### config.mk
export PLATFORM = sky130hd
export DESIGN_NAME = gfla_seq
export DESIGN_NICKNAME = d
export VERILOG_FILES = /design/src/gfla_pkg.sv /design/src/gfla_seq.sv
export SDC_FILE = /design/constraint.sdc
export NUM_CORES = 1
export LEC_CHECK = 0
export BUFFER_PORTS_ARGS = -buffer_cell sky130_fd_sc_hd__clkbuf_2
export CAP_MARGIN = 20
export CORE_MARGIN = 1
export CORE_UTILIZATION = 35
export DETAILED_ROUTE_END_ITERATION = 10
export PLACE_DENSITY = 0.6
export REMOVE_ABC_BUFFERS = 1
export SYNTH_ARGS = -nofsm -noshare
export SYNTH_HDL_FRONTEND = slang
export SYNTH_SLANG_ARGS = --single-unit
### constraint.sdc
create_clock -name clk -period 5.2 [get_ports clk]
set_input_delay 1.04 -clock clk [delete_from_list [all_inputs] [get_ports clk]]
set_output_delay 1.04 -clock clk [all_outputs]
set_load 0.005 [all_outputs]
### src/gfla_pkg.sv
// ----------------------------------------------------------------------------
// gfla_pkg
// Shared types and constants of the grouped free list allocator.
// ----------------------------------------------------------------------------
package gfla_pkg;

	localparam int unsigned ENTRY_W        = 11;
	localparam int unsigned INDEX_W        = 10;
	localparam int unsigned COUNT_W        = 11;
	localparam int unsigned GROUP_SIZE_DEF = 16;
	localparam int unsigned NUM_BLOCKS     = 1024;
	localparam int unsigned ROW_W          = $clog2(NUM_BLOCKS);

	localparam logic [ENTRY_W-1:0] END_MARK  = {ENTRY_W{1'b1}};
	localparam logic [COUNT_W-1:0] COUNT_MAX = {COUNT_W{1'b1}};

	localparam logic OP_ALLOC   = 1'b0;
	localparam logic OP_RELEASE = 1'b1;

	typedef enum logic [2:0] {
		ST_IDLE,
		ST_DECIDE,
		ST_LOOK,
		ST_SPILL,
		ST_RELOAD,
		ST_FINISH
	} state_t;

	typedef struct packed {
		logic rd;
		logic wr;
	} mem_ctl_t;

endpackage

### src/gfla_seq.sv
// ----------------------------------------------------------------------------
// gfla_seq
// Sequencer: per-pool depth and free counts, pop and push, and the spill and
// reload sweeps between the stack memory and the group store.
// ----------------------------------------------------------------------------
module gfla_seq #(
	parameter int unsigned GROUP_SIZE = gfla_pkg::GROUP_SIZE_DEF,
	parameter int unsigned IDX_W      = $clog2(GROUP_SIZE),
	parameter int unsigned GADDR_W    = 1 + gfla_pkg::ROW_W + IDX_W
) (
	input  logic                           clk,
	input  logic                           arst_n,
	input  logic                           in_valid,
	output logic                           in_ready,
	input  logic                           in_op,
	input  logic                           in_pool,
	input  logic [gfla_pkg::INDEX_W-1:0]   in_blk,
	output logic                           out_valid,
	input  logic                           out_ready,
	output logic [gfla_pkg::INDEX_W-1:0]   out_granted,
	output logic                           out_status,
	output logic [gfla_pkg::COUNT_W-1:0]   out_free,
	output gfla_pkg::mem_ctl_t             stk_ctl,
	output logic                           stk_pool,
	output logic [IDX_W-1:0]               stk_rd_idx,
	output logic [IDX_W-1:0]               stk_wr_idx,
	output logic [gfla_pkg::ENTRY_W-1:0]   stk_wr_data,
	input  logic [gfla_pkg::ENTRY_W-1:0]   stk_rd_data,
	output gfla_pkg::mem_ctl_t             grp_ctl,
	output logic [GADDR_W-1:0]             grp_rd_addr,
	output logic [GADDR_W-1:0]             grp_wr_addr,
	output logic [gfla_pkg::ENTRY_W-1:0]   grp_wr_data,
	input  logic [gfla_pkg::ENTRY_W-1:0]   grp_rd_data
);

	localparam int unsigned CNT_W = $clog2(GROUP_SIZE + 1);
	localparam logic [CNT_W-1:0] GS = CNT_W'(GROUP_SIZE);

	gfla_pkg::state_t state_q, state_d;

	logic                           op_q;
	logic                           pool_q;
	logic [gfla_pkg::INDEX_W-1:0]   blk_q;
	logic [gfla_pkg::ROW_W-1:0]     row_q;
	logic [CNT_W-1:0]               cnt_q;
	logic [gfla_pkg::INDEX_W-1:0]   granted_q;
	logic                           status_q;
	logic [CNT_W-1:0]               depth_q [2];
	logic [gfla_pkg::COUNT_W-1:0]   total_q [2];
	logic                           out_valid_q;
	logic [gfla_pkg::INDEX_W-1:0]   out_granted_q;
	logic                           out_status_q;
	logic [gfla_pkg::COUNT_W-1:0]   out_free_q;

	logic [CNT_W-1:0]               cur_depth;
	logic [gfla_pkg::COUNT_W-1:0]   cur_total;
	logic                           pool_empty;
	logic                           stack_full;
	logic                           link_end;
	logic                           load_out;
	logic [IDX_W-1:0]               cnt_idx;
	logic [IDX_W-1:0]               prev_idx;

	assign cur_depth  = depth_q[pool_q];
	assign cur_total  = total_q[pool_q];
	assign pool_empty = (cur_total == '0) || (cur_depth == '0);
	assign stack_full = (cur_depth >= GS);
	assign link_end   = (stk_rd_data == gfla_pkg::END_MARK);
	assign load_out   = !out_valid_q || out_ready;
	assign cnt_idx    = cnt_q[IDX_W-1:0];
	assign prev_idx   = IDX_W'(cnt_q - CNT_W'(1));

	always_comb begin
		state_d = state_q;
		unique case (state_q)
			gfla_pkg::ST_IDLE: begin
				if (in_valid) state_d = gfla_pkg::ST_DECIDE;
			end
			gfla_pkg::ST_DECIDE: begin
				if (op_q == gfla_pkg::OP_RELEASE) begin
					state_d = stack_full ? gfla_pkg::ST_SPILL : gfla_pkg::ST_FINISH;
				end else begin
					state_d = pool_empty ? gfla_pkg::ST_FINISH : gfla_pkg::ST_LOOK;
				end
			end
			gfla_pkg::ST_LOOK: begin
				if ((cur_depth == '0) && !link_end) state_d = gfla_pkg::ST_RELOAD;
				else state_d = gfla_pkg::ST_FINISH;
			end
			gfla_pkg::ST_SPILL,
			gfla_pkg::ST_RELOAD: begin
				if (cnt_q == GS) state_d = gfla_pkg::ST_FINISH;
			end
			gfla_pkg::ST_FINISH: begin
				if (load_out) state_d = gfla_pkg::ST_IDLE;
			end
			default: state_d = gfla_pkg::ST_IDLE;
		endcase
	end

	always_comb begin
		in_ready    = 1'b0;
		stk_ctl     = '0;
		stk_rd_idx  = '0;
		stk_wr_idx  = '0;
		stk_wr_data = {1'b0, blk_q};
		grp_ctl     = '0;
		grp_rd_addr = {pool_q, row_q, cnt_idx};
		grp_wr_addr = {pool_q, row_q, prev_idx};
		grp_wr_data = stk_rd_data;
		unique case (state_q)
			gfla_pkg::ST_IDLE: begin
				in_ready = 1'b1;
			end
			gfla_pkg::ST_DECIDE: begin
				if (op_q == gfla_pkg::OP_RELEASE) begin
					stk_ctl.wr = !stack_full;
					stk_wr_idx = cur_depth[IDX_W-1:0];
				end else begin
					stk_ctl.rd = !pool_empty;
					stk_rd_idx = IDX_W'(cur_depth - CNT_W'(1));
				end
			end
			gfla_pkg::ST_SPILL: begin
				stk_ctl.rd = (cnt_q != GS);
				stk_rd_idx = cnt_idx;
				grp_ctl.wr = (cnt_q != '0);
				stk_ctl.wr = (cnt_q == GS);
			end
			gfla_pkg::ST_RELOAD: begin
				grp_ctl.rd  = (cnt_q != GS);
				stk_ctl.wr  = (cnt_q != '0);
				stk_wr_idx  = prev_idx;
				stk_wr_data = grp_rd_data;
			end
			gfla_pkg::ST_LOOK,
			gfla_pkg::ST_FINISH: begin
			end
			default: begin
			end
		endcase
	end

	assign stk_pool = pool_q;

	always_ff @(posedge clk or negedge arst_n) begin
		if (!arst_n) begin
			state_q     <= gfla_pkg::ST_IDLE;
			depth_q[0]  <= CNT_W'(1);
			depth_q[1]  <= CNT_W'(1);
			total_q[0]  <= '0;
			total_q[1]  <= '0;
			out_valid_q <= 1'b0;
		end else begin
			state_q <= state_d;
			case (state_q)
				gfla_pkg::ST_DECIDE: begin
					if (op_q == gfla_pkg::OP_RELEASE) begin
						if (cur_total != gfla_pkg::COUNT_MAX) total_q[pool_q] <= cur_total + 1'b1;
						if (!stack_full) depth_q[pool_q] <= cur_depth + 1'b1;
					end else if (!pool_empty) begin
						total_q[pool_q] <= cur_total - 1'b1;
						depth_q[pool_q] <= cur_depth - 1'b1;
					end
				end
				gfla_pkg::ST_SPILL: begin
					if (cnt_q == GS) depth_q[pool_q] <= CNT_W'(1);
				end
				gfla_pkg::ST_RELOAD: begin
					if (cnt_q == GS) depth_q[pool_q] <= GS;
				end
				default: begin
				end
			endcase
			if ((state_q == gfla_pkg::ST_FINISH) && load_out) begin
				out_valid_q <= 1'b1;
			end else if (out_ready) begin
				out_valid_q <= 1'b0;
			end
		end
	end

	always_ff @(posedge clk) begin
		case (state_q)
			gfla_pkg::ST_IDLE: begin
				if (in_valid) begin
					op_q   <= in_op;
					pool_q <= in_pool;
					blk_q  <= in_blk;
				end
			end
			gfla_pkg::ST_DECIDE: begin
				status_q  <= (op_q == gfla_pkg::OP_ALLOC) && pool_empty;
				granted_q <= '0;
				cnt_q     <= '0;
				row_q     <= gfla_pkg::ROW_W'(blk_q);
			end
			gfla_pkg::ST_LOOK: begin
				granted_q <= ((cur_depth == '0) && link_end) ? '0 :
					stk_rd_data[gfla_pkg::INDEX_W-1:0];
				row_q     <= stk_rd_data[gfla_pkg::ROW_W-1:0];
				cnt_q     <= '0;
			end
			gfla_pkg::ST_SPILL,
			gfla_pkg::ST_RELOAD: begin
				cnt_q <= cnt_q + 1'b1;
			end
			gfla_pkg::ST_FINISH: begin
				if (load_out) begin
					out_granted_q <= granted_q;
					out_status_q  <= status_q;
					out_free_q    <= cur_total;
				end
			end
			default: begin
			end
		endcase
	end

	assign out_valid   = out_valid_q;
	assign out_granted = out_granted_q;
	assign out_status  = out_status_q;
	assign out_free    = out_free_q;

endmodule

Word level (Yosys, flattened, before mapping) --
Cells that the tools add are included.
Word-level totals: register bits 96, input port bits 38, word-level logic and storage cells 126
Operators by class: add/subtract/negate cells 6, eq/ne operators 18, reduce and logical (&&, ||, !) cells 26, bitwise gates (word level) 8, muxes and demuxes 49, $lt $le $gt $ge 3
Operators by type and width (number):
- 22-bit 2-to-1 mux | 3
- 10-bit 2-to-1 mux | 6
- 11-bit 2-to-1 mux | 5
- 22-bit bitwise mux | 2
- 10-bit one-hot mux with 2 select lines | 2
- 10-bit one-hot mux with 3 select lines | 1
- 10-bit bitwise mux | 2
- 5-bit 2-to-1 mux | 4
- 3-bit 2-to-1 mux | 6
- 8-bit bitwise AND | 2
- 8-bit NOT | 2
- 4-bit one-hot mux with 2 select lines | 2
- 3-bit one-hot mux with 5 select lines | 1
- 2-bit != test (second input constant) | 6
- 11-bit by 1-bit adder with 11-bit output (second input constant) | 1
- 11-bit demux with 1-bit select | 1
- 11-bit equality test (second input constant) | 1
- 11-bit zero test | 1
- 11-bit != test (second input constant) | 1
- 11-bit by 1-bit subtractor with 11-bit output (second input constant) | 1
- 5-bit by 1-bit adder with 5-bit output (second input constant) | 2
- 5-bit one-hot mux with 2 select lines | 1
- 1-bit 2-to-1 mux | 8
- 4-bit 2-to-1 mux | 2
- 30 further kinds | 47

Longest topological paths before layout --
depth after elaboration 9, gate-level depth with buffers 12, mapped depth without buffers 9

Worst setup path before layout --
OpenSTA, ideal clock, no wires.
path kind register to output, from register pool_q, in the netlist stk_pool, to output port stk_rd_idx[1], cell stages (with the launch flop) 7, arrival time 1746 ps, path buffers 3, slack 2414 ps, path through edfxtp_1 buf_6 buf_8 buf_6 mux2i_2 ha_1 o32ai_1
On the way: longest elaborated chain between the ends 7
Ends and longest elaborated chain:
- from (decl) | line gfla_seq.sv:42 | logic pool_q;
- from (signal assigned) | line gfla_seq.sv:188 | pool_q <= in_pool;
- 1-bit NOT with 2-bit output (implied by the code) | line gfla_seq.sv:64 | assign cur_depth = depth_q[pool_q];
- 5-bit 2-to-1 mux (implied by the code) (3 in series) | line gfla_seq.sv:64
- 5-bit by 1-bit subtractor with 5-bit output
- 4-bit 2-to-1 mux | line gfla_seq.sv:116 | if (op_q == gfla_pkg::OP_RELEASE) begin
- 4-bit one-hot mux with 2 select lines | line gfla_seq.sv:111 | unique case (state_q)
- to (decl) | line gfla_seq.sv:25 | output logic [IDX_W-1:0] stk_rd_idx,
No other way between the ends. The select of a mux whose other input is x is not followed.

==> flow_summary.json <==
{
  "status": "complete, no violations",
  "leakagePower_uw": 0.00261,
  "grtUsageMet2": 0.241,
  "synth_top_area_share": 0.351,
  "h-tree-depth": 3,
  "cp.arrival_ns": 2.72,
  "avgSynthCellArea_um2": 11.7,
  "start_kind": "flop",
  "die_x_um": 123,
  "max_stage_delay_ns": 0.86,
  "grt_util_met1": 0.206,
  "cp.required_ns": 4.16,
  "dr_total_vias": 3619,
  "dp_slack_ns": 1.82,
  "nFillCells": 1364,
  "mostFrequentLayoutCell": "clkbuf_2",
  "ys_ff_latch": 96,
  "io_buffers": 126,
  "slew_violations": 0,
  "synthCells": 438,
  "grt_use_met3": 0.0309,
  "peakVddDrop_v": 0.000257,
  "avgViaCountPerCell": 5.03,
  "ys_types": 61,
  "initial_utilization": 0.364,
  "drtIter0Drc": 267,
  "ys_seq_area_frac": 0.528,
  "cts_inserted_buffers": 9,
  "mostFrequentLayoutCells": "clkbuf_2, edfxtp_1, nand2_1",
  "coreArea_um2": 14100,
  "grt_max_degree": 37,
  "ys_warn_count": 0,
  "postCtsSetupRepairBufs": 0,
  "wl_mm": 11.5,
  "wl_per_cell_um": 16.0,
  "rsz0062_at_grt": "no",
  "tightest_slew_ns": 0.929,
  "max_cap_violations": 0,
  "std_cell_rows": 43,
  "groute.usage.overall": 0.154,
  "final_nets": 579,
  "drc_errors": 0,
  "root_buffer": "clkbuf_16",
  "synthFlopType": "edfxtp_1",
  "fmax_ghz": 0.266,
  "multi_input_comb_area_um2": 2050,
  "yosysTopAreaCell": "edfxtp_1",
  "regArea_um2": 2710,
  "path_clk_slew_ns": 0.07,
  "finalWorstSetupSlack_ns": 1.44,
  "drtPass1Iterations": 4,
  "areaGrowthSynthToFinish_pct": 17.3,
  "grt_antenna_before_repair": 0,
  "n_antenna_cell": 0,
  "layout-drive-gt1-share": 0.390,
  "synth.area.top_cells": "edfxtp_1, dfrtp_1, mux2_2",
  "synthArstFlopShare": 0.375,
  "crit_chain": "buf_4, nor4b_1, o22ai_1, nor2_2, o21ai_0, clkbuf_2",
  "endpoint_kind": "primary output",
  "grt-ovfl-total": 0,
  "busiest_layer": "met2",
  "die_y_um": 123,
  "final.setup_skew_ns": 0.00733,
  "dieArea_um2": 15100,
  "powerDensity_nw_per_um2": 590,
  "path_buf_inv": 2,
  "cts.hold.buffers_added": 0,
  "setup_tns_ns": 0,
  "fin_crit_ns": 3.76,
  "cts_tree": "yes",
  "gp_congestion": 0.831,
  "grt_pass1_vias": 3424,
  "crit_family": "flip-flops",
  "setup_viol": 0,
  "cts_resized": 0,
  "ios": 127,
  "syn_area_um2": 5130,
  "clock-sinks": 96,
  "grt_pass1_wl_mm": 17.7,
  "path_max_fanout": 32,
  "ant_nets": 0,
  "hold_violations": 0,
  "synth-edff-count": 60,
  "path_class": "flop to primary output",
  "hpwlAfterDp_mm": 8.41,
  "finalCritPeriodShare": 0.724,
  "cts_buffer_depth": 2,
  "cp_slowest_cell": "edfxtp_1",
  "hp-class": "flop to flop",
  "max-slew-margin-rel": 0.380,
  "clock_insertion_delay_worst_skew_ns": 0.35
}
==> final timing paths <==
kind / start / to / slack, ns / cells past startpoint
hold reg to reg: granted_q[8] / out_granted[8] / 0.42 / 0
max in group asynchronous: arst_n / total_q[2] / 3.81 / 1
min in group asynchronous: arst_n / total_q[5] / 0.82 / 1
hold / removal: granted_q[8] / out_granted[8] / 0.42 / 0
setup reg to reg: stk_pool / total_q[7] / 2.16 / 9
setup / recovery: stk_pool / stk_ctl[1] / 1.44 / 6
==> sequential cells by signal, summed over array words and instances (netlist names) <==
signal and count:
total_q 22, stk_pool 1, out_status 1, depth_q 10, row_q 10, granted_q 10, out_granted 10, state_q 3
cnt_q 5, out_valid 1, out_free 11, status_q 1, blk_q 10, op_q 1
==> per-layer routing <==
metal / routed length [um] / vias to the layer above
li1: - / 1735
met1: 5280 / 1786
met2: 5560 / 84
met3: 467 / 14
met4: 195 / 0
met5: 0 / -
==> cell families (layout without fill, tap and decap cells) <==
group | Yosys count | count (layout) | synth area share
AOI/OAI and AO/OA | 57 | 57 | 0.0705
and+or+nand+nor | 137 | 137 | 0.146
xor gates and xnor gates | 24 | 24 | 0.0410
muxes | 56 | 56 | 0.123
buffers and inverters | 61 | 162 | 0.0742
adders and majority gates | 7 | 7 | 0.0171
DFF | 96 | 96 | 0.528
==> per-stage QoR <==
step / total power [uW] / util / area (um^2) / std cells / hold WS [ns]
3_3_place_gp: 2840 / 0.404 / 5690 / 702 / 0.403
5_1_grt: 3800 / 0.427 / 6020 / 719 / 0.426
3_5_place_dp: 2870 / 0.404 / 5690 / 702 / 0.406
6_report: 3550 / 0.427 / 6020 / 719 / 0.422
4_1_cts: 3580 / 0.426 / 6010 / 718 / 0.423
2_1_floorplan: 2320 / - / 4810 / 393 / 0.400
==> power by group <==
group	switching [uW]	leakage, uW	internal, uW	total, uW
combinational	772	0.00144	650	1420
sequential	263	0.00102	1170	1440
clock	308	0.000151	383	692
==> cell usage after synthesis (all sizes together) (2+ instances only) <==
library cell / count
nor2b: 5
a22o: 3
a31oi: 4
o21ai: 16
nor3: 10
nor4: 6
and3b: 2
a21oi: 15
o31ai: 3
dfstp: 2
clkbuf: 9
buf: 36
and2: 13
or3b: 2
o22ai: 7
dfrtp: 34
ha: 7
nand3b: 4
nand2: 52
nand2b: 2
nand4: 3
inv: 16
mux2: 48
xnor2: 14
nor4b: 5
nand3: 6
mux2i: 8
xor2: 10
nor3b: 5
o21a: 2
edfxtp: 60
nor2: 19
==> cell type report <==
| cell class | instances | share of cell area |
|---|---|---|
| Tap cell | 180 | 0.0374 |
| Sequential cell | 96 | 0.450 |
| Inverter | 16 | 0.00998 |
| Multi-Input combinational cell | 281 | 0.340 |
| Clock inverter | 7 | 0.0152 |
| Clock buffer | 9 | 0.0374 |
| Timing Repair Buffer | 130 | 0.110 |
Power figures use the tool's default switching activity.
