$ cat src/gfla_pkg.sv
// ----------------------------------------------------------------------------
// gfla_pkg
// Shared types and constants of the grouped free list allocator.
// ----------------------------------------------------------------------------
package gfla_pkg;

	localparam int unsigned ENTRY_W        = 11;
	localparam int unsigned INDEX_W        = 10;
	localparam int unsigned COUNT_W        = 11;
	localparam int unsigned GROUP_SIZE_DEF = 16;
	localparam int unsigned NUM_BLOCKS     = 1024;
	localparam int unsigned ROW_W          = $clog2(NUM_BLOCKS);

	localparam logic [ENTRY_W-1:0] END_MARK  = {ENTRY_W{1'b1}};
	localparam logic [COUNT_W-1:0] COUNT_MAX = {COUNT_W{1'b1}};

	localparam logic OP_ALLOC   = 1'b0;
	localparam logic OP_RELEASE = 1'b1;

	typedef enum logic [2:0] {
		ST_IDLE,
		ST_DECIDE,
		ST_LOOK,
		ST_SPILL,
		ST_RELOAD,
		ST_FINISH
	} state_t;

	typedef struct packed {
		logic rd;
		logic wr;
	} mem_ctl_t;

endpackage

$ cat src/gfla_stack_ram.sv
// ----------------------------------------------------------------------------
// gfla_stack_ram
// In-core free stacks of both pools in one synchronous memory. Entry zero of
// a pool reads as the end sentinel until it is first written.
// ----------------------------------------------------------------------------
module gfla_stack_ram #(
	parameter int unsigned IDX_W = 4
) (
	input  logic                           clk,
	input  logic                           arst_n,
	input  gfla_pkg::mem_ctl_t             ctl,
	input  logic                           pool,
	input  logic [IDX_W-1:0]               rd_idx,
	input  logic [IDX_W-1:0]               wr_idx,
	input  logic [gfla_pkg::ENTRY_W-1:0]   wr_data,
	output logic [gfla_pkg::ENTRY_W-1:0]   rd_data
);

	localparam int unsigned DEPTH = 2 << IDX_W;

	logic [gfla_pkg::ENTRY_W-1:0] mem [0:DEPTH-1];
	logic [gfla_pkg::ENTRY_W-1:0] rd_data_s1;
	logic                         sentinel_s1;
	logic [1:0]                   valid0_q;

	always_ff @(posedge clk) begin
		if (ctl.wr) begin
			mem[{pool, wr_idx}] <= wr_data;
		end
		if (ctl.rd) begin
			rd_data_s1  <= mem[{pool, rd_idx}];
			sentinel_s1 <= (rd_idx == '0) && !valid0_q[pool];
		end
	end

	always_ff @(posedge clk or negedge arst_n) begin
		if (!arst_n) begin
			valid0_q <= '0;
		end else if (ctl.wr && (wr_idx == '0)) begin
			valid0_q[pool] <= 1'b1;
		end
	end

	assign rd_data = sentinel_s1 ? gfla_pkg::END_MARK : rd_data_s1;

endmodule

$ cat config.mk
export PLATFORM = sky130hd
export DESIGN_NAME = gfla_stack_ram
export DESIGN_NICKNAME = d
export VERILOG_FILES = /design/src/gfla_pkg.sv /design/src/gfla_stack_ram.sv
export SDC_FILE = /design/constraint.sdc
export NUM_CORES = 1
export LEC_CHECK = 0
export ABC_AREA = 1
export BUFFER_PORTS_ARGS = -buffer_cell sky130_fd_sc_hd__buf_2
export CAP_MARGIN = 5
export CORE_MARGIN = 2
export CORE_UTILIZATION = 43
export CTS_CLUSTER_DIAMETER = 40
export DETAILED_ROUTE_END_ITERATION = 12
export GPL_ROUTABILITY_DRIVEN = 0
export SLEW_MARGIN = 20
export SYNTH_ARGS = -nofsm -noshare
export SYNTH_HDL_FRONTEND = slang
export SYNTH_SLANG_ARGS = --single-unit
$ cat constraint.sdc
create_clock -name clk -period 1 [get_ports clk]
set_input_delay 0.05 -clock clk [delete_from_list [all_inputs] [get_ports clk]]
set_output_delay 0.05 -clock clk [all_outputs]
set_load 0.02 [all_outputs]
-- Word level (Yosys, flattened, before mapping)
Memories as Yosys holds them, arrays and structs flattened. A register that Yosys moved wholly into a read port is not among the register bits.
Index checks and enable logic that the tools add are counted.
- flip-flop bits (word level): 3
- bits in writable memories: 352
- input bits: 24
- word-level logic and storage cells: 19
- memories: 1
- order comparisons: 2
- muxes and demuxes: 7
- bitwise operators: 1
- reduce and logical (&&, ||, !) cells: 6
- memories (name ; words ; bits a word ; rd ports ; clocked after Yosys merged registers in ; wr ports ; RTL line ; text):
    mem ; 32 ; 11 ; 1 ; 1 ; 1 ; gfla_stack_ram.sv:21 ; logic [gfla_pkg::ENTRY_W-1:0] mem [0:DEPTH-1];
- operators with widths (operator ; number):
    11-bit 2-to-1 mux ; 1
    4-bit logical NOT ; 2
    1-bit 2-to-1 mux ; 5
    1-bit logical AND ; 3
    1-bit by 2-bit < comparator with 1-bit output, second input constant ; 1
    2-bit bitwise OR ; 1
    1-bit demux with 1-bit select ; 1
    1-bit greater-or-equal comparator, second input constant ; 1
    1-bit logical NOT ; 1

-- Longest topological paths before layout
Gate-level depths: netlist of run 1.
- word-level depth: 5
- mapped depth: 12
- depth with buffers taken out: 9

-- Worst setup path before layout of run 1
Ideal clock, no wire load.
- kind: in2reg
- from: input pool
- to: memory mem[28][0] (netlist name) (enable)
- setup time: 378 ps
- data arrival time: 1196 ps
- path slack: -574 ps
- stages: 4
- path buffers: 2
- cells stage by stage: buf_2 buf_1 nand3_1 nor2_1
- RTL lines (element ; RTL line ; text):
    start, declared ; gfla_stack_ram.sv:12 ; input logic pool,
    end, declared ; gfla_stack_ram.sv:21 ;
Straight into the memory's write port.

-- Worst setup path in the final report of run 1
- from: register sentinel_s1
- to: output rd_data[4] (netlist name)
- word-level cells in the longest chain between the ends: 1
- RTL lines (element ; RTL line ; text):
    start, declared ; gfla_stack_ram.sv:23 ; logic sentinel_s1;
    start signal, assigned ; gfla_stack_ram.sv:32 ; sentinel_s1 <= (rd_idx == '0) && !valid0_q[pool];
    11-bit 2-to-1 mux ; gfla_stack_ram.sv:44 ; assign rd_data = sentinel_s1 ? gfla_pkg::END_MARK : rd_data_s1;
    end, declared ; gfla_stack_ram.sv:16 ; output logic [gfla_pkg::ENTRY_W-1:0] rd_data
No other way between the ends.

==> reports/results.tsv, run 1 <==
stage	metric	value	unit
run_status	outcome	finished, violations left	
run_status	violations	setup timing	
clocking	clock_latency	560	ps
global_routing	grt_max_degree	55	
setup_path	critPathKind	reg2out	
floorplan	start_util	43.5	%
timing	fmax	0.640	GHz
routing	viasPerCell	4.94	
placed_design	placed_cells	2104	
setup_path	crit_path_start_kind	flip-flop	
timing	fin_hold_ws	29.4	ps
timing	setup_ws	-562	ps
setup_path	r2r_setup_slack	-360	ps
global_routing	gr-usage-met3	3.08	%
timing	period_share	156	%
run	max_cap_violations	0	
setup_path	critPathSlowestCell	edfxtp_1	
routing	ant_nets	0	
setup_path	path_depth	3	
logic_synthesis	ys_seq_area_share	69.3	%
timing	slew_violations	0	
global_routing	grt_pass1_vias	10610	
clocking	post_cts_buffers	0	
floorplan	die_w	196	um
floorplan	fp.coreArea	36400	sq um
logic_synthesis	yosys_warnings	0	
setup_path	cp_top_family	flip-flops	
timing	final-setup-viol-count	22	
logic_synthesis	ys_types	16	
routing	num_vias	10812	
placed_design	placement.cell_area	18200	sq um
final_layout	layout-drive-gt1-share	19.1	%
routing	drtIter0Drc	1006	
logic_synthesis	syn_inst	1566	
routing	drc	0	
global_routing	busiest_layer	met2	
clocking	cts.path.max_buffers	3	
global_routing	grt_overflow	0	
logic_synthesis	synth-seq-cells	366	
timing	slew_headroom	46.4	%
routing	wl_per_cell	18.2	um
global_routing	grt_pass1_wl	61600	um
setup_path	regToRegEndpoint	rd_data_s1[1]$_DFFE_PP_	
setup_path	worstPathCellList	buf_6, or2_4, buf_6	
clocking	htreeDepth	2	
floorplan	row_count	70	
global_routing	track_usage	21.4	%
global_routing	antenna_found_initial	0	
clocking	cts_tree	done	
setup_path	regToRegStartpoint	mem[21][1]$_DFFE_PP_	
clocking	cts_root_buffer	clkbuf_16	
timing	finClkSkew	20.4	ps
final_layout	design_area	20100	sq um
worst_hold_path	hold_class	in2reg	
floorplan	fp.dieH	196	um
clocking	cts.sinks	366	
logic_synthesis	synth_area	15900	sq um
logic_synthesis	syn_area_per_cell	10.1	sq um
setup_path	startpoint	sentinel_s1$_DFFE_PP_	
power_and_ir_drop	power_leakage	8.32	nW
setup_path	path_buf_inv	2	
setup_path	endpoint_kind	primary output	
placed_design	dp_hpwl	24500	um
setup_path	arrival	1510	ps
final_layout	final_net_count	1710	
floorplan	ios	35	
global_routing	grt.met1_usage	29.7	%
logic_synthesis	syn_nets	1590	
setup_path	critPathMaxFanout	7	
clocking	clk_pin_slew	60	ps
clocking	cts_buffers	47	
placed_design	numPortBuffers	34	
power_and_ir_drop	irDropWorstVdd	1.26	mV
timing	period_needed	1560	ps
setup_path	r2r_cells	9	
routing	dr.pass1.iters	5	
timing	rsz0062_at_grt	true	
global_routing	grt_use_met2	35.0	%
power_and_ir_drop	p_per_area	1820	nW/um^2
routing	wl	39800	um
final_layout	final_cells	2189	
final_layout	area_delta_synth_final	26.5	%
setup_path	critPathCapture	rd_data[4]	
setup_path	cp.required	950	ps
setup_path	slowest_delay	430	ps
floorplan	dieArea	38400	sq um
timing	tightestPinTransition	804	ps
setup_path	cpMostUsedCell	buf_6	
timing	finalHoldViolations	0	
## worst min-delay path, stage by stage
cell and delay [ps]:
buf_2 100, buf_12 160, a211oi_1 80
## kinds of logic (layout without fill, tap and decap cells)
group	after synthesis	after routing	synth area share (%)
DFF	366	366	69.3
AOI/OAI and AO/OA	24	24	0.774
and+or+nand+nor	864	864	22.0
other	0	1	0
buffers and inverters	312	466	8.00
## synthesized netlist by cell type (all sizes together)
library cell / number / share of area [%]
nor2: 135 / 3.2
edfxtp: 364 / 69
nand2: 552 / 13
o21ai: 1 / 0.032
nand3: 165 / 5.2
a211oi: 1 / 0.047
or2: 12 / 0.47
inv: 240 / 5.7
dfrtp: 2 / 0.32
clkbuf: 14 / 0.33
a21oi: 22 / 0.69
buf: 58 / 2.0
## flip-flops by register name (all words and copies together), names as in the netlist
signal and flops:
mem 352, sentinel_s1 1, valid0_q 2, rd_data_s1 11
## stage by stage
stage | setup TNS, ps | util, % | total power, W | setup slack, ps
floorplan | -9220 | - | 0.0189 | -116
global placement | -74370 | 49.8 | 0.0201 | -621
detailed placement | -77930 | 49.8 | 0.0201 | -656
CTS | -9530 | 54.9 | 0.0368 | -590
global route | -10660 | 55.0 | 0.0377 | -607
finish | -9170 | 55.0 | 0.0365 | -562
## layout by cell type (no fill, tap or decap), drive strengths merged
master and n:
nand3 165, or2 12, clkinvlp 5, o21ai 1
dlygate4sd3 3, inv 241, a211oi 1, clkinv 15
a21oi 22, buf 140, nor2 135, bufinv 5
edfxtp 364, dfrtp 2, clkbuf 57, diode 1
nand2 552
## cell type report
type,instances,area [sq um]
fillers,3091,16400
flip-flops and latches,366,11000
multi-input cells,888,4230
repair buffers,143,1790
clock buffers,57,1260
inverters,240,921
well taps,468,586
clock inverters,26,283
diodes,1,2.50
## where the power goes
part / internal [W] / total, W / leakage (nW) / switching, W
clock: 0.0102 / 0.0165 / 0.746 / 0.00629
combinational: 0.000985 / 0.00280 / 4.27 / 0.00181
sequential: 0.0171 / 0.0172 / 3.31 / 0.0000738
## routing by layer
layer | vias to the layer above | part of all wire [%]
met3 | 64 | 6.0
met4 | 0 | 2.3
met5 | - | 0
met1 | 5222 | 43
met2 | 283 | 48
li1 | 5243 | -
## how the worst min path moves through the flow
stage | end | startpoint | slack [ps] | cells past startpoint
detailed placement | valid0_q[1]$_DFFE_PN0P_ | arst_n | -130 | 1
floorplan | valid0_q[0]$_DFFE_PN0P_ | arst_n | -250 | 0
CTS | sentinel_s1$_DFFE_PP_ | pool | 1 | 3
global route | sentinel_s1$_DFFE_PP_ | pool | 40 | 3
finish | sentinel_s1$_DFFE_PP_ | pool | 30 | 3
global placement | valid0_q[1]$_DFFE_PN0P_ | arst_n | -140 | 1
## what timing repair did
item,4_1_cts,5_1_grt
pin swaps,54,26
endpoints found under the setup margin,22,22
hold buffers,3,0
resized for setup,85,20
hold endpoints to repair,14,0
No activity file was read; power rests on OpenSTA's default activity.
==> run 2, diff against run 1 <==
==> constraint.sdc (replaced) <==
create_clock -name clk -period 1.28 [get_ports clk]
set_input_delay 0.064 -clock clk [delete_from_list [all_inputs] [get_ports clk]]
set_output_delay 0.064 -clock clk [all_outputs]
set_load 0.02 [all_outputs]
==> reports/results.tsv, run 2 (synthesis results as in run 1) <==
stage	metric	value	unit	change
run_status	outcome	finished, violations left		
run_status	violations	setup timing		
routing	ant_nets	0		unchanged
routing	wl	41400	um	+4.2%
setup_path	r2r_setup_slack	-30	ps	+330 ps
timing	slew_headroom	40.9	%	-5.5 points
setup_path	regToRegStartpoint	mem[14][10]$_DFFE_PP_		
setup_path	crit_path_start_kind	flip-flop		
clocking	cts_root_buffer	clkbuf_16		
final_layout	fill_cells	3019		-2.3%
global_routing	antenna_found_initial	0		unchanged
global_routing	grt_max_degree	43		-22%
floorplan	dieArea	38400	sq um	unchanged
final_layout	n_antenna_cell	0		-1
global_routing	grt_pass1_vias	10925		+3.0%
routing	num_vias	11020		+1.9%
setup_path	worstPathCellList	buf_6, or2_4, buf_6		
floorplan	start_util	43.5	%	unchanged
routing	drtIter0Drc	1111		+10%
final_layout	largest_reg_flops	352		unchanged
timing	fmax	0.622	GHz	
clocking	cts_tree	done		
routing	dr.pass1.iters	5		unchanged
setup_path	critPathSlowestCell	edfxtp_1		
placed_design	dp_hpwl	25400	um	+3.6%
worst_hold_path	min_to	valid0_q[0]$_DFFE_PN0P_		
setup_path	critPathKind	reg2out		
setup_path	cpMostUsedCell	buf_6		
final_layout	final_net_count	1707		-0.18%
timing	tightestPinTransition	886	ps	+82.0 ps
timing	period_needed	1610	ps	
floorplan	fp.dieH	196	um	unchanged
floorplan	die_w	196	um	unchanged
clocking	clk_pin_slew	60	ps	about the same
power_and_ir_drop	p_total	0.0299	W	-18%
clocking	cts.sinks	366		unchanged
setup_path	arrival	1540	ps	+30 ps
floorplan	ios	35		unchanged
timing	setup_ws	-328	ps	+235 ps
setup_path	regToRegEndpoint	rd_data_s1[10]$_DFFE_PP_		
worst_hold_path	hold_class	in2reg		
setup_path	critPathMaxFanout	6		-1
final_layout	area_delta_synth_final	27.5	%	
routing	wl_per_cell	18.9	um	+4.1%
power_and_ir_drop	p_per_area	1480	nW/um^2	-19%
setup_path	slowest_delay	420	ps	about the same
floorplan	fp.coreArea	36400	sq um	unchanged
setup_path	endpoint_kind	primary output		
floorplan	row_count	70		unchanged
clocking	cts.path.max_buffers	3		unchanged
power_and_ir_drop	power_leakage	8.41	nW	+1.1%
placed_design	numPortBuffers	34		unchanged
global_routing	grt_overflow	0		unchanged
timing	final-setup-viol-count	13		-41%
placed_design	post-place-ws	-451	ps	+205 ps
clocking	clock_latency	570	ps	about the same
timing	finalHoldViolations	0		unchanged
setup_path	cp.required	1220	ps	+270 ps
final_layout	regMostFlops	mem		
final_layout	final_common_cell	nand2_1		
timing	finClkSkew	23.6	ps	+3.17 ps
global_routing	track_usage	22.1	%	+0.69 points
worst_hold_path	holdPathStages	4		+1
clocking	htreeDepth	2		unchanged
timing	fin_hold_ws	40.4	ps	+11.1 ps
timing	rsz0062_at_grt	true		
run	max_cap_violations	0		unchanged
worst_hold_path	hp-start	wr_idx[3]		
power_and_ir_drop	irDropWorstVdd	0.950	mV	-25%
final_layout	reg_top3	mem: 352 flops, rd_data_s1: 11 flops, valid0_q: 2 flops		
setup_path	r2r_cells	8		-1
clocking	cts_buffers	51		+8.5%
timing	period_share	126	%	
global_routing	grt_pass1_wl	63600	um	+3.2%
routing	drc	0		unchanged
routing	viasPerCell	5.03		+1.8%
final_layout	layout-drive-gt1-share	20.6	%	+1.5 points
timing	slew_violations	0		unchanged
setup_path	startpoint	sentinel_s1$_DFFE_PP_		
final_layout	final_cell_mix	nand2_1 (532), edfxtp_1 (364), inv_1 (237)		
==> run 2: cell types whose count changed in the layout (fill, tap and decap cells not counted), sizes merged, moves of 2 or more <==
cell and change:
clkinvlp +3, buf -7, inv +4, clkbuf +2
==> run 2: timing repair <==
item | CTS | global route
endpoints found under the hold margin | 14 | 0
gates resized for setup | 80 | 50
setup endpoints to repair | 21 | 22
pin swaps | 29 | 34
hold buffers | 3 | 0
setup buffers | 2 | 0
==> run 2: layout make-up <==
| type | instances | area, sq um | share of cell area [%] |
|---|---|---|---|
| timing repair buffer | 136 | 1690 | 8.37 |
| inverter | 240 | 903 | 4.47 |
| clock inverter | 35 | 389 | 1.93 |
| sequential | 366 | 11000 | 54.3 |
| clock buffer | 59 | 1360 | 6.72 |
| multi-input combinational | 888 | 4300 | 21.3 |
| tap | 468 | 586 | 2.90 |
==> run 2: how the worst max path moves through the flow <==
stage | to | depth (start not counted)
final | rd_data[5] | 3
after global routing | rd_data[5] | 3
after CTS | rd_data[5] | 3
after detailed placement | rd_data_s1[9]$_DFFE_PP_ | 12
after global placement | rd_data_s1[9]$_DFFE_PP_ | 12
after floorplan | mem[8][0]$_DFFE_PP_ | 5
==> run 2: power breakdown <==
| group | internal, W | switching [W] | total [W] | leakage [nW] |
|---|---|---|---|---|
| registers | 0.0134 | 0.0000602 | 0.0134 | 3.31 |
| clock network | 0.00889 | 0.00536 | 0.0143 | 0.837 |
| logic | 0.000738 | 0.00145 | 0.00219 | 4.27 |
| total | 0.0230 | 0.00687 | 0.0299 | 8.41 |
==> run 2: worst max-delay path: cells and delay by family, from the launching register on <==
kind                   cells  cell delay (ps)
DFF                        1              420
buffers and inverters      2              310
and+or+nand+nor            1              260
==> run 2: metal layers <==
layer	track usage [%]	vias to the layer above	part of all wire (%)
met3	3.06	81	5.9
met5	0	-	0
met2	36.0	359	47
li1	-	5253	-
met1	30.7	5327	44
met4	7.18	0	2.8
==> run 2: metrics by stage <==
stage                     setup TNS, ps  util (%)  std cells  cell area, sq um
after floorplan                       0         -       1566             16200
after global placement            -3800      49.3       2094             18000
after detailed placement          -4000      49.3       2094             18000
after CTS                         -3450      55.0       2192             20000
after global routing              -4080      55.5       2192             20200
final                             -3270      55.5       2192             20200
==> run 3, diff against run 2 <==
--- a/config.mk
+++ b/config.mk
@@ -8,6 +8,7 @@
 export ABC_AREA = 1
 export BUFFER_PORTS_ARGS = -buffer_cell sky130_fd_sc_hd__buf_2
 export CAP_MARGIN = 5
+export CORE_ASPECT_RATIO = 1.2
 export CORE_MARGIN = 2
 export CORE_UTILIZATION = 43
 export CTS_CLUSTER_DIAMETER = 40
==> reports/results.tsv, run 3 (synthesis results as in run 1) <==
stage	metric	value	unit	change
setup_path	regToRegEndpoint	rd_data_s1[3]$_DFFE_PP_		
floorplan	row_count	77		+10%
setup_path	crit_path_start_kind	flip-flop		
setup_path	startpoint	sentinel_s1$_DFFE_PP_		
worst_hold_path	min_to	mem[18][4]$_DFFE_PP_		
power_and_ir_drop	irDropWorstVdd	0.855	mV	-10%
final_layout	n_antenna_cell	0		unchanged
clocking	cts_tree	done		
setup_path	arrival	1480	ps	-60 ps
run	max_cap_violations	0		unchanged
floorplan	fp.coreArea	36600	sq um	+0.48%
timing	slew_headroom	47.4	%	+6.5 points
clocking	clock_latency	540	ps	-30 ps
timing	slew_violations	0		unchanged
timing	setup_ws	-266	ps	+61.7 ps
worst_hold_path	hold_class	in2reg		
final_layout	largest_reg_flops	352		unchanged
setup_path	slowest_delay	440	ps	+20 ps
setup_path	worstPathCellList	buf_6, or2_4, buf_6		
clocking	cts_buffers	41		-20%
floorplan	fp.dieH	214	um	+9.3%
routing	viasPerCell	4.98		-0.87%
worst_hold_path	holdPathStages	3		-1
timing	period_needed	1550	ps	-61.7 ps
global_routing	grt_pass1_vias	10765		-1.5%
routing	dr.pass1.iters	6		+1
power_and_ir_drop	p_total	0.0270	W	-9.7%
setup_path	endpoint_kind	primary output		
timing	fin_hold_ws	97.4	ps	+57.0 ps
global_routing	grt_pass1_wl	62400	um	-1.8%
global_routing	grt_max_degree	61		+42%
routing	wl	41000	um	-1.1%
setup_path	cp.required	1220	ps	about the same
floorplan	start_util	43.3	%	-0.21 points
final_layout	final_cell_mix	nand2_1 (520), edfxtp_1 (364), inv_1 (234)		
global_routing	track_usage	21.8	%	-0.29 points
timing	finClkSkew	22.0	ps	-1.56 ps
setup_path	critPathMaxFanout	5		-1
final_layout	final_common_cell	nand2_1		
final_layout	reg_top3	mem: 352 flops, rd_data_s1: 11 flops, valid0_q: 2 flops		
routing	wl_per_cell	18.6	um	-1.9%
clocking	cts.sinks	366		unchanged
setup_path	r2r_cells	9		+1
global_routing	antenna_found_initial	0		unchanged
timing	final-setup-viol-count	13		unchanged
final_layout	regMostFlops	mem		
placed_design	numPortBuffers	34		unchanged
run_status	outcome	finished, violations left		
clocking	cts.path.max_buffers	3		unchanged
setup_path	critPathSlowestCell	edfxtp_1		
floorplan	die_w	179	um	-8.5%
routing	ant_nets	0		unchanged
clocking	htreeDepth	2		unchanged
setup_path	cp_top_family	flip-flops		
setup_path	regToRegStartpoint	mem[20][3]$_DFFE_PP_		
timing	finalHoldViolations	0		unchanged
worst_hold_path	hp-start	wr_idx[1]		
clocking	clk_pin_slew	60	ps	about the same
floorplan	dieArea	38400	sq um	about the same
setup_path	cpMostUsedCell	buf_6		
global_routing	grt_overflow	0		unchanged
routing	drc	0		unchanged
run_status	violations	setup timing		
final_layout	layout-drive-gt1-share	22.0	%	+1.4 points
final_layout	utilization	55.2	%	-0.31 points
power_and_ir_drop	p_per_area	1340	nW/um^2	-9.6%
routing	drtIter0Drc	978		-12%
timing	period_share	121	%	-4.8 points
final_layout	area_delta_synth_final	27.4	%	about the same
final_layout	fill_cells	3111		+3.0%
timing	fmax	0.647	GHz	+4.0%
setup_path	critPathKind	reg2out		
timing	tightestPinTransition	789	ps	-97.6 ps
floorplan	ios	35		unchanged
placed_design	dp_hpwl	25700	um	+1.2%
setup_path	path_buf_inv	2		unchanged
setup_path	r2r_setup_slack	-60	ps	-30 ps
timing	rsz0062_at_grt	true		
setup_path	path_depth	3		unchanged
clocking	cts_root_buffer	clkbuf_16		
routing	num_vias	11014		-0.054%
power_and_ir_drop	power_leakage	8.37	nW	-0.47%
final_layout	final_net_count	1729		+1.3%
run 3: final cells by class:
| cell class | instances | area (sq um) | area share (%) |
|---|---|---|---|
| Sequential cell | 366 | 11000 | 54.4 |
| Clock buffer | 51 | 1100 | 5.47 |
| Clock inverter | 23 | 193 | 0.954 |
| Timing Repair Buffer | 168 | 2030 | 10.1 |
| Tap cell | 474 | 593 | 2.94 |
| Multi-Input combinational cell | 888 | 4390 | 21.7 |
| Inverter | 240 | 903 | 4.47 |
run 3: metal layers:
metal	vias up	track usage, %	part of all wire, %
met2	381	35.0	49
met5	-	0	0
met3	80	3.26	5.7
met4	0	9.81	4.0
met1	5280	29.1	41
li1	5273	-	-
run 3: worst register-to-register path: stages, from the launching register on:
cell	delay, ps
edfxtp_1	360
inv_1	60
nand2_1	60
nand3_2	70
nand2_1	70
nand2_1	70
nand3_1	80
nor2_1	130
buf_4	140
nor2_2	40
run 3: what timing repair did:
item | 4_1_cts | 5_1_grt
endpoints found under the setup margin | 22 | 22
resized for setup | 87 | 75
pin swaps | 38 | 53
setup buffers | 2 | 0
hold buffers | 11 | 0
endpoints found under the hold margin | 224 | 0
run 3: stage by stage:
stage	setup WS, ps	instances	TNS, ps	cell area [sq um]
4_1_cts	-279	2210	-3110	19900
5_1_grt	-328	2210	-4040	20200
3_5_place_dp	-436	2126	-8160	18200
6_report	-266	2210	-2950	20200
3_3_place_gp	-426	2126	-6030	18200
2_1_floorplan	14.6	1566	0	16200
run 3: how the worst max path moves through the flow:
stage	endpoint	slack, ps
3_3_place_gp	rd_data_s1[5]$_DFFE_PP_	-430
3_5_place_dp	rd_data_s1[5]$_DFFE_PP_	-440
5_1_grt	rd_data[4]	-330
4_1_cts	rd_data[4]	-280
2_1_floorplan	mem[8][0]$_DFFE_PP_	10
6_report	rd_data[4]	-270
run 3: power breakdown:
group / total [W] / switching [W] / internal [W]
Combinational: 0.00233 / 0.00148 / 0.000848
Clock: 0.0112 / 0.00468 / 0.00656
Sequential: 0.0134 / 0.0000534 / 0.0134
